<file path="config.mk">
export PLATFORM = sky130hd
export DESIGN_NAME = note_breakdown_greedy_core
export DESIGN_NICKNAME = d
export VERILOG_FILES = /design/src/hdl/nbg_pkg.sv /design/src/hdl/note_breakdown_greedy_core.sv /design/src/hdl/nbg_div50k.sv
export SDC_FILE = /design/constraint.sdc
export NUM_CORES = 1
export LEC_CHECK = 0
export BUFFER_PORTS_ARGS = -buffer_cell sky130_fd_sc_hd__buf_2
export CAP_MARGIN = 20
export CORE_MARGIN = 1
export CORE_UTILIZATION = 65
export DETAILED_ROUTE_END_ITERATION = 10
export HOLD_SLACK_MARGIN = 0.03
export PLACE_DENSITY = 0.83
export SLEW_MARGIN = 20
export SYNTH_ARGS = -nofsm -noshare
export SYNTH_HDL_FRONTEND = slang
export SYNTH_HIERARCHICAL = 1
export SYNTH_SLANG_ARGS = --single-unit
</file>
<file path="constraint.sdc">
create_clock -name clk_i -period 6.7 [get_ports clk_i]
set_input_delay 0.67 -clock clk_i [delete_from_list [all_inputs] [get_ports clk_i]]
set_output_delay 0.67 -clock clk_i [all_outputs]
set_load 0.05 [all_outputs]
</file>
<file path="src/hdl/nbg_pkg.sv">
// nbg_pkg: shared widths, constants and the greedy digit helper for the note breakdown core
// used by nbg_div50k and note_breakdown_greedy_core; no dependencies
package nbg_pkg;

  localparam int AmountW = 31;
  localparam int Q50kW   = 16;
  localparam int RestW   = 16;

  // a / 50000 == (a >> 4) / 3125; reciprocal of 3125 scaled by 2^40
  localparam int                 RecipShift = 40;
  localparam int                 RecipW     = 29;
  localparam logic [RecipW-1:0]  Recip3125  = 29'd351843720;
  localparam int                 ScaledW    = AmountW - 4;
  localparam int                 ProdW      = ScaledW + RecipW;

  localparam logic [RestW-1:0] Denom50000 = 16'd50000;
  localparam logic [RestW-1:0] Denom20000 = 16'd20000;
  localparam logic [RestW-1:0] Denom10000 = 16'd10000;
  localparam logic [RestW-1:0] Denom5000  = 16'd5000;
  localparam logic [RestW-1:0] Denom2000  = 16'd2000;
  localparam logic [RestW-1:0] Denom1000  = 16'd1000;
  localparam logic [RestW-1:0] Denom500   = 16'd500;
  localparam logic [RestW-1:0] Denom200   = 16'd200;
  localparam logic [RestW-1:0] Denom100   = 16'd100;
  localparam logic [RestW-1:0] Denom50    = 16'd50;

  typedef struct packed {
    logic [1:0]       cnt;
    logic [RestW-1:0] rem;
  } digit_t;

  // one greedy step where the quotient is known to stay below three
  function automatic digit_t greedy_digit(input logic [RestW-1:0] rest,
                                          input logic [RestW-1:0] denom);
    digit_t          res;
    logic [RestW:0]  twice;
    twice = {denom, 1'b0};
    if ({1'b0, rest} >= twice) begin
      res.cnt = 2'd2;
      res.rem = rest - twice[RestW-1:0];
    end else if (rest >= denom) begin
      res.cnt = 2'd1;
      res.rem = rest - denom;
    end else begin
      res.cnt = 2'd0;
      res.rem = rest;
    end
    return res;
  endfunction

endpackage

</file>
<file path="src/hdl/note_breakdown_greedy_core.sv">
// note_breakdown_greedy_core: top level, greedy split of an amount into ten fixed denominations
// depends on nbg_pkg and nbg_div50k
//
//  channel | direction | handshake          | payload
//  --------+-----------+--------------------+---------------------------------------------
//  input   | in        | valid_i / ready_o  | amount_i (31b)
//  result  | out       | valid_o / ready_i  | count_50000_o .. count_50_o, leftover_o
//
// six register stages: three for the divide by 50000, then three small
// compare-subtract stages (20000/10000/5000, 2000/1000/500, 200/100/50)
// one beat enters per cycle, limited by nothing but ready_i
// each stage holds its beat while the next is full and stalled; an empty stage
// still takes a beat, so bubbles close up behind a stalled output
// reset clears only the stage valid bits; ready_o is an or-chain of stage enables
module note_breakdown_greedy_core (
  input  logic        clk_i,
  input  logic        rst_ni,
  input  logic        valid_i,
  output logic        ready_o,
  input  logic [30:0] amount_i,
  output logic        valid_o,
  input  logic        ready_i,
  output logic [15:0] count_50000_o,
  output logic [1:0]  count_20000_o,
  output logic        count_10000_o,
  output logic        count_5000_o,
  output logic [1:0]  count_2000_o,
  output logic        count_1000_o,
  output logic        count_500_o,
  output logic [1:0]  count_200_o,
  output logic        count_100_o,
  output logic        count_50_o,
  output logic [5:0]  leftover_o
);

  // divider front end
  logic                      div_valid, div_ready;
  logic [nbg_pkg::Q50kW-1:0] div_quot;
  logic [nbg_pkg::RestW-1:0] div_rem;

  nbg_div50k u_div (
    .clk_i    (clk_i),
    .rst_ni   (rst_ni),
    .valid_i  (valid_i),
    .ready_o  (ready_o),
    .amount_i (amount_i),
    .valid_o  (div_valid),
    .ready_i  (div_ready),
    .quot_o   (div_quot),
    .rem_o    (div_rem)
  );

  // stage valids and enables
  logic s4_v_q, s5_v_q, s6_v_q;
  logic s4_en, s5_en, s6_en;

  assign s6_en     = !s6_v_q || ready_i;
  assign s5_en     = !s5_v_q || s6_en;
  assign s4_en     = !s4_v_q || s5_en;
  assign div_ready = s4_en;

  // stage 4 payload: 20000, 10000, 5000; remainder below 5000
  logic [15:0] s4_c50000_q;
  logic [1:0]  s4_c20000_q;
  logic        s4_c10000_q, s4_c5000_q;
  logic [12:0] s4_rest_q;

  // stage 5 payload: 2000, 1000, 500; remainder below 500
  logic [15:0] s5_c50000_q;
  logic [1:0]  s5_c20000_q;
  logic        s5_c10000_q, s5_c5000_q;
  logic [1:0]  s5_c2000_q;
  logic        s5_c1000_q, s5_c500_q;
  logic [8:0]  s5_rest_q;

  // stage 6 payload is the output register
  logic [15:0] s6_c50000_q;
  logic [1:0]  s6_c20000_q;
  logic        s6_c10000_q, s6_c5000_q;
  logic [1:0]  s6_c2000_q;
  logic        s6_c1000_q, s6_c500_q;
  logic [1:0]  s6_c200_q;
  logic        s6_c100_q, s6_c50_q;
  logic [5:0]  s6_left_q;

  nbg_pkg::digit_t d20000, d10000, d5000;
  nbg_pkg::digit_t d2000, d1000, d500;
  nbg_pkg::digit_t d200, d100, d50;

  // chained greedy steps, three per stage
  always_comb begin
    d20000 = nbg_pkg::greedy_digit(div_rem, nbg_pkg::Denom20000);
    d10000 = nbg_pkg::greedy_digit(d20000.rem, nbg_pkg::Denom10000);
    d5000  = nbg_pkg::greedy_digit(d10000.rem, nbg_pkg::Denom5000);

    d2000  = nbg_pkg::greedy_digit(16'(s4_rest_q), nbg_pkg::Denom2000);
    d1000  = nbg_pkg::greedy_digit(d2000.rem, nbg_pkg::Denom1000);
    d500   = nbg_pkg::greedy_digit(d1000.rem, nbg_pkg::Denom500);

    d200   = nbg_pkg::greedy_digit(16'(s5_rest_q), nbg_pkg::Denom200);
    d100   = nbg_pkg::greedy_digit(d200.rem, nbg_pkg::Denom100);
    d50    = nbg_pkg::greedy_digit(d100.rem, nbg_pkg::Denom50);
  end

  always_ff @(posedge clk_i or negedge rst_ni) begin
    if (!rst_ni) begin
      s4_v_q <= 1'b0;
      s5_v_q <= 1'b0;
      s6_v_q <= 1'b0;
    end else begin
      if (s4_en) s4_v_q <= div_valid;
      if (s5_en) s5_v_q <= s4_v_q;
      if (s6_en) s6_v_q <= s5_v_q;
    end
  end

  always_ff @(posedge clk_i) begin
    if (s4_en) begin
      s4_c50000_q <= div_quot;
      s4_c20000_q <= d20000.cnt;
      s4_c10000_q <= d10000.cnt[0];
      s4_c5000_q  <= d5000.cnt[0];
      s4_rest_q   <= d5000.rem[12:0];
    end
    if (s5_en) begin
      s5_c50000_q <= s4_c50000_q;
      s5_c20000_q <= s4_c20000_q;
      s5_c10000_q <= s4_c10000_q;
      s5_c5000_q  <= s4_c5000_q;
      s5_c2000_q  <= d2000.cnt;
      s5_c1000_q  <= d1000.cnt[0];
      s5_c500_q   <= d500.cnt[0];
      s5_rest_q   <= d500.rem[8:0];
    end
    if (s6_en) begin
      s6_c50000_q <= s5_c50000_q;
      s6_c20000_q <= s5_c20000_q;
      s6_c10000_q <= s5_c10000_q;
      s6_c5000_q  <= s5_c5000_q;
      s6_c2000_q  <= s5_c2000_q;
      s6_c1000_q  <= s5_c1000_q;
      s6_c500_q   <= s5_c500_q;
      s6_c200_q   <= d200.cnt;
      s6_c100_q   <= d100.cnt[0];
      s6_c50_q    <= d50.cnt[0];
      s6_left_q   <= d50.rem[5:0];
    end
  end

  assign valid_o       = s6_v_q;
  assign count_50000_o = s6_c50000_q;
  assign count_20000_o = s6_c20000_q;
  assign count_10000_o = s6_c10000_q;
  assign count_5000_o  = s6_c5000_q;
  assign count_2000_o  = s6_c2000_q;
  assign count_1000_o  = s6_c1000_q;
  assign count_500_o   = s6_c500_q;
  assign count_200_o   = s6_c200_q;
  assign count_100_o   = s6_c100_q;
  assign count_50_o    = s6_c50_q;
  assign leftover_o    = s6_left_q;

  // remainders shrink below each stage's smallest denomination
  a_s4_rest: assert property (@(posedge clk_i) disable iff (!rst_ni)
    s4_v_q |-> (s4_rest_q < 13'd5000))
    else $error("core: stage 4 remainder out of range");

  a_out_range: assert property (@(posedge clk_i) disable iff (!rst_ni)
    valid_o |-> (leftover_o < 6'd50 && count_20000_o != 2'd3 &&
                 count_2000_o != 2'd3 && count_200_o != 2'd3))
    else $error("core: result field out of range");

  a_s5_hold: assert property (@(posedge clk_i) disable iff (!rst_ni)
    (s5_v_q && !s5_en) |=> (s5_v_q && $stable(s5_rest_q) && $stable(s5_c50000_q)))
    else $error("core: stalled stage 5 changed");

endmodule

</file>
<file path="src/hdl/nbg_div50k.sv">
// nbg_div50k: three-stage divide of the amount by 50000 (reciprocal multiply,
// back-multiply and subtract, one-step correction); depends on nbg_pkg
module nbg_div50k (
  input  logic                        clk_i,
  input  logic                        rst_ni,
  input  logic                        valid_i,
  output logic                        ready_o,
  input  logic [nbg_pkg::AmountW-1:0] amount_i,
  output logic                        valid_o,
  input  logic                        ready_i,
  output logic [nbg_pkg::Q50kW-1:0]   quot_o,
  output logic [nbg_pkg::RestW-1:0]   rem_o
);

  logic s1_v_q, s2_v_q, s3_v_q;
  logic s1_en, s2_en, s3_en;

  logic [nbg_pkg::AmountW-1:0] s1_amt_q;
  logic [nbg_pkg::Q50kW-1:0]   s1_qe_q;
  logic [nbg_pkg::Q50kW-1:0]   s2_q_q;
  logic [nbg_pkg::RestW:0]     s2_rem_q;
  logic [nbg_pkg::Q50kW-1:0]   s3_q_q;
  logic [nbg_pkg::RestW-1:0]   s3_rem_q;

  logic [nbg_pkg::ProdW-1:0]   prod;
  logic [nbg_pkg::AmountW:0]   back;
  logic [nbg_pkg::AmountW:0]   diff;
  logic [nbg_pkg::RestW:0]     rem_fix;

  assign s3_en   = !s3_v_q || ready_i;
  assign s2_en   = !s2_v_q || s3_en;
  assign s1_en   = !s1_v_q || s2_en;
  assign ready_o = s1_en;

  // estimate is the true quotient or one below it
  assign prod = nbg_pkg::ProdW'(amount_i[nbg_pkg::AmountW-1:4]) *
                nbg_pkg::ProdW'(nbg_pkg::Recip3125);

  assign back = (nbg_pkg::AmountW+1)'(s1_qe_q) *
                (nbg_pkg::AmountW+1)'(nbg_pkg::Denom50000);
  assign diff = {1'b0, s1_amt_q} - back;

  assign rem_fix = s2_rem_q - {1'b0, nbg_pkg::Denom50000};

  always_ff @(posedge clk_i or negedge rst_ni) begin
    if (!rst_ni) begin
      s1_v_q <= 1'b0;
      s2_v_q <= 1'b0;
      s3_v_q <= 1'b0;
    end else begin
      if (s1_en) s1_v_q <= valid_i;
      if (s2_en) s2_v_q <= s1_v_q;
      if (s3_en) s3_v_q <= s2_v_q;
    end
  end

  always_ff @(posedge clk_i) begin
    if (s1_en) begin
      s1_amt_q <= amount_i;
      s1_qe_q  <= prod[nbg_pkg::RecipShift +: nbg_pkg::Q50kW];
    end
    if (s2_en) begin
      s2_q_q   <= s1_qe_q;
      s2_rem_q <= diff[nbg_pkg::RestW:0];
    end
    if (s3_en) begin
      if (s2_rem_q >= {1'b0, nbg_pkg::Denom50000}) begin
        s3_q_q   <= s2_q_q + 1'b1;
        s3_rem_q <= rem_fix[nbg_pkg::RestW-1:0];
      end else begin
        s3_q_q   <= s2_q_q;
        s3_rem_q <= s2_rem_q[nbg_pkg::RestW-1:0];
      end
    end
  end

  assign valid_o = s3_v_q;
  assign quot_o  = s3_q_q;
  assign rem_o   = s3_rem_q;

  // estimate is off by at most one divisor
  a_s2_rem_range: assert property (@(posedge clk_i) disable iff (!rst_ni)
    s2_v_q |-> (s2_rem_q < 17'd100000))
    else $error("div50k: raw remainder beyond two divisors");

  a_s3_rem_range: assert property (@(posedge clk_i) disable iff (!rst_ni)
    s3_v_q |-> (s3_rem_q < nbg_pkg::Denom50000))
    else $error("div50k: corrected remainder not below divisor");

  a_s2_hold: assert property (@(posedge clk_i) disable iff (!rst_ni)
    (s2_v_q && !s2_en) |=> ($stable(s2_q_q) && $stable(s2_rem_q) && s2_v_q))
    else $error("div50k: stalled stage changed");

endmodule
</file>
==> results.md <==
* Std-Cell Core Area at about 0.039 sq mm
* Mapped Nets at between 3,000 and 4,000
* First-pass DRT Iterations at 7
* Post-CTS Setup Bufs at 0
* H-tree depth reported by CTS at 1
* CTS Buf Count at 20
* GR Overflow Total at 0
* Largest cells by area after synthesis: edfxtp_1 23%, fa_1 23%, ha_1 20%
* Worst hold path startpoint: amount_i[1]
* Seq/Total Area, Yosys at between 20% and 30%
* Full die area at 0.0399 sq mm
* Crit path time final at 6.49 ns
* Most used flip-flop cell after synthesis: edfxtp_1
* Worst Tran Pin Value at 0.900 ns
* Drt via density at ~6
* Area Growth Syn to Fin at 9.93%
* Hold depth at 1
* Share of flip-flops with an asynchronous set or reset at 2.94%
* Layout cell share with drive strength beyond 1 at around 11%
* Slew Limit Fails at 0
* Max-cap violations at 0
* Vias at roughly 19,000
* Final nets at about 3,300
* Number of cell rows at 72
* Slew HR at between 40 and 50%
* Arrival time worst endpoint at 6.79 ns
* Status: complete, no violations
* Largest net degree at the start of global routing at 38
* Initial Utilization at around 66%
* Worst R2R End: s4_rest_q[9]
* Worst Hold Class: in -> reg
* Number of global-route vias before repair at between 15,000 and 20,000
* R2R cell count at 19
* Final hold vios at 0
* Root buffer cell: clkbuf_16
* Layout Skew at roughly 0.022 ns
* Antenna Nets Post-Route at 0
* Multi-input gate area at ~0.017 sq mm
* Synthesized instance count at roughly 2,400
* Register-to-register setup slack at about 0.7 ns
* Cell Area, Synth at between 0.02 and 0.03 sq mm
* Seq. cell area at 0.00610 sq mm
* Count of input and output buffers at 70
* Clock Latency Late Sink at around 0.50 ns
* Post-synth EDFFs at ~200
* Top-count cell post-synth: inv_1
* Clk slew on worst S/H paths at 0.06 ns
* Initial antenna violation count at 1
* Synth unique cells at around 110
* Critical R2R Launch: u_div/rem_o[6]
* Startpoint types: primary input
* Die width at roughly 200 um
* Post-DP Area at roughly 0.027 sq mm
* Clock sink count at 204
* Routed wire per std cell at slightly below 20 um
* First-pass GRT wire length at 98,100 um
* Gp weighted congestion at around 0.95
* Final HPWL DP at 50,700 um
* Avg Cell Area, Syn at ~11 sq um
* DRT iter0 DRCs at approximately 1,100
* Die Ht at ~200 um
* CP Capture Type: register
* Clk buf depth at 3
* F_max at 154 MHz
* DRC at 0
* I/O Pins at 71
* Top-area cell type share of the netlist area at between 20% and 30%
* Critical path class: in -> reg
* Required @ worst endpoint at 7.00 ns
* Largest area contributor in the netlist: edfxtp_1
* Hold Path End: u_div/s1_amt_q[1]
* Synth cell count leaders: 576 x inv_1, 400 x ha_1, 292 x fa_1, 198 x edfxtp_1, 88 x nand2_1
* FILL cells at 2,622
* CP Max Fanout at 4
* Yosys warns at 6
* RSZ-0062 raised after global routing: no
* Final cell area excluding filler cells at 0.0279 sq mm
* Final wirelength at between 60,000 and 70,000 um
* Number of synthesized register bits at around 200
* Setup violators final at 0
* CTS tree: done
* Total GRT Usage at 31.5%
* Period Utilization, post-route at approximately 97%
==> worst max-delay path, stage by stage <==
cell,delay [ns]
buf_2,0.13
ha_1,0.33
fa_1,0.53
inv_1,0.06
fa_1,0.46
fa_1,0.49
fa_1,0.49
inv_1,0.05
fa_1,0.51
fa_1,0.52
ha_1,0.33
a21o_1,0.19
a221o_1,0.42
and3_1,0.21
a2111o_1,0.50
o21bai_2,0.23
a21oi_2,0.09
or3_2,0.48
o311ai_0,0.11
==> state kept, by name, summed over array words and instances (netlist names), 2 cells and up <==
signal,cells
u_div/quot_o,16
count_20000_o,2
s5_c2000_q,2
s4_c20000_q,2
count_200_o,2
u_div/s1_qe_q,16
count_50000_o,16
s5_c50000_q,16
u_div/s2_rem_q,17
leftover_o,6
s5_rest_q,9
s4_rest_q,13
s4_c50000_q,16
s5_c20000_q,2
u_div/s1_amt_q,17
u_div/s2_q_q,16
count_2000_o,2
u_div/rem_o,16
==> timing repair <==
| action | 4_1_cts | 5_1_grt |
|---|---|---|
| endpoints found under the setup margin | 0 | 2 |
| endpoints found under the hold margin | 6 | 0 |
| gates resized for setup | 0 | 2 |
| hold buffers | 1 | 0 |
==> through the flow <==
step                utilization (%)  instances  setup WS (ns)  hold WS [ns]  setup TNS, ns
floorplan                         -       2409          0.314         0.374              0
global placement               70.4       3093         -0.180         0.401         -0.935
detailed placement             70.4       3093         -0.281         0.405          -1.98
CTS                            72.3       3130          0.205         0.391              0
global route                   72.3       3131         0.0182         0.400              0
finish                         72.3       3131          0.210         0.411              0
==> routing by layer <==
metal,global-route usage (%),wire length (um)
met3,2.89,2940
met5,0,0
met1,36.5,23200
met4,15.7,3150
met2,57.9,31200
==> layout by cell type, fill, tap and decap left out, types with 6 or more instances in the layout <==
master	Yosys	routed
o22ai_1	10	10
nor3_1	24	24
a21o_1	25	25
a21oi_2	5	6
a31oi_1	13	13
o31ai_1	13	13
inv_1	576	576
dfrtp_1	6	6
or2_2	10	10
nand3_1	42	42
buf_4	1	121
o31a_1	9	9
o21ai_1	7	7
and2_1	24	24
fa_1	292	292
o21ai_0	50	50
ha_1	400	400
a21oi_1	77	76
nor2b_1	12	12
nand2b_1	18	17
a21boi_0	7	7
mux2i_1	11	11
and3_1	21	21
edfxtp_1	198	198
nand4_1	17	17
a211oi_1	20	20
buf_2	8	70
or3_1	12	12
o21a_1	19	19
nor4_1	13	13
o211ai_1	27	27
a31o_2	6	6
xor2_1	22	22
xnor2_1	63	63
clkbuf_16	0	20
nor2_1	81	81
nand2_1	88	88
and4_1	8	8
==> worst max path at each step <==
stage	depth (start not counted)	start	end
detailed placement	19	amount_i[12]	u_div/s1_qe_q[8]
CTS	19	amount_i[12]	u_div/s1_qe_q[8]
floorplan	18	amount_i[15]	u_div/s1_qe_q[8]
global placement	19	amount_i[12]	u_div/s1_qe_q[8]
finish	19	amount_i[15]	u_div/s1_qe_q[8]
global route	24	amount_i[7]	u_div/s1_qe_q[8]
==> cell families after synthesis <==
kind of cell	Yosys count	share of synthesized area (%)
simple gates	402	8.38
mux	14	0.581
xor+xnor	88	3.12
compound gates	402	12.1
flops	204	24.0
fa+ha+maj	693	42.7
buf+inv	606	9.09
==> cell type report <==
cell class	count	share of cell area (%)
multi-input combinational	1599	60.9
sequential	204	21.8
inverter	579	7.78
timing repair buffer	194	4.68
tap	518	2.32
clock buffer	27	1.96
clock inverter	9	0.511
antenna	1	0.00896
Power is not shown: default switching activity piles up to over one toggle a cycle in this logic, so the estimate is an artifact.
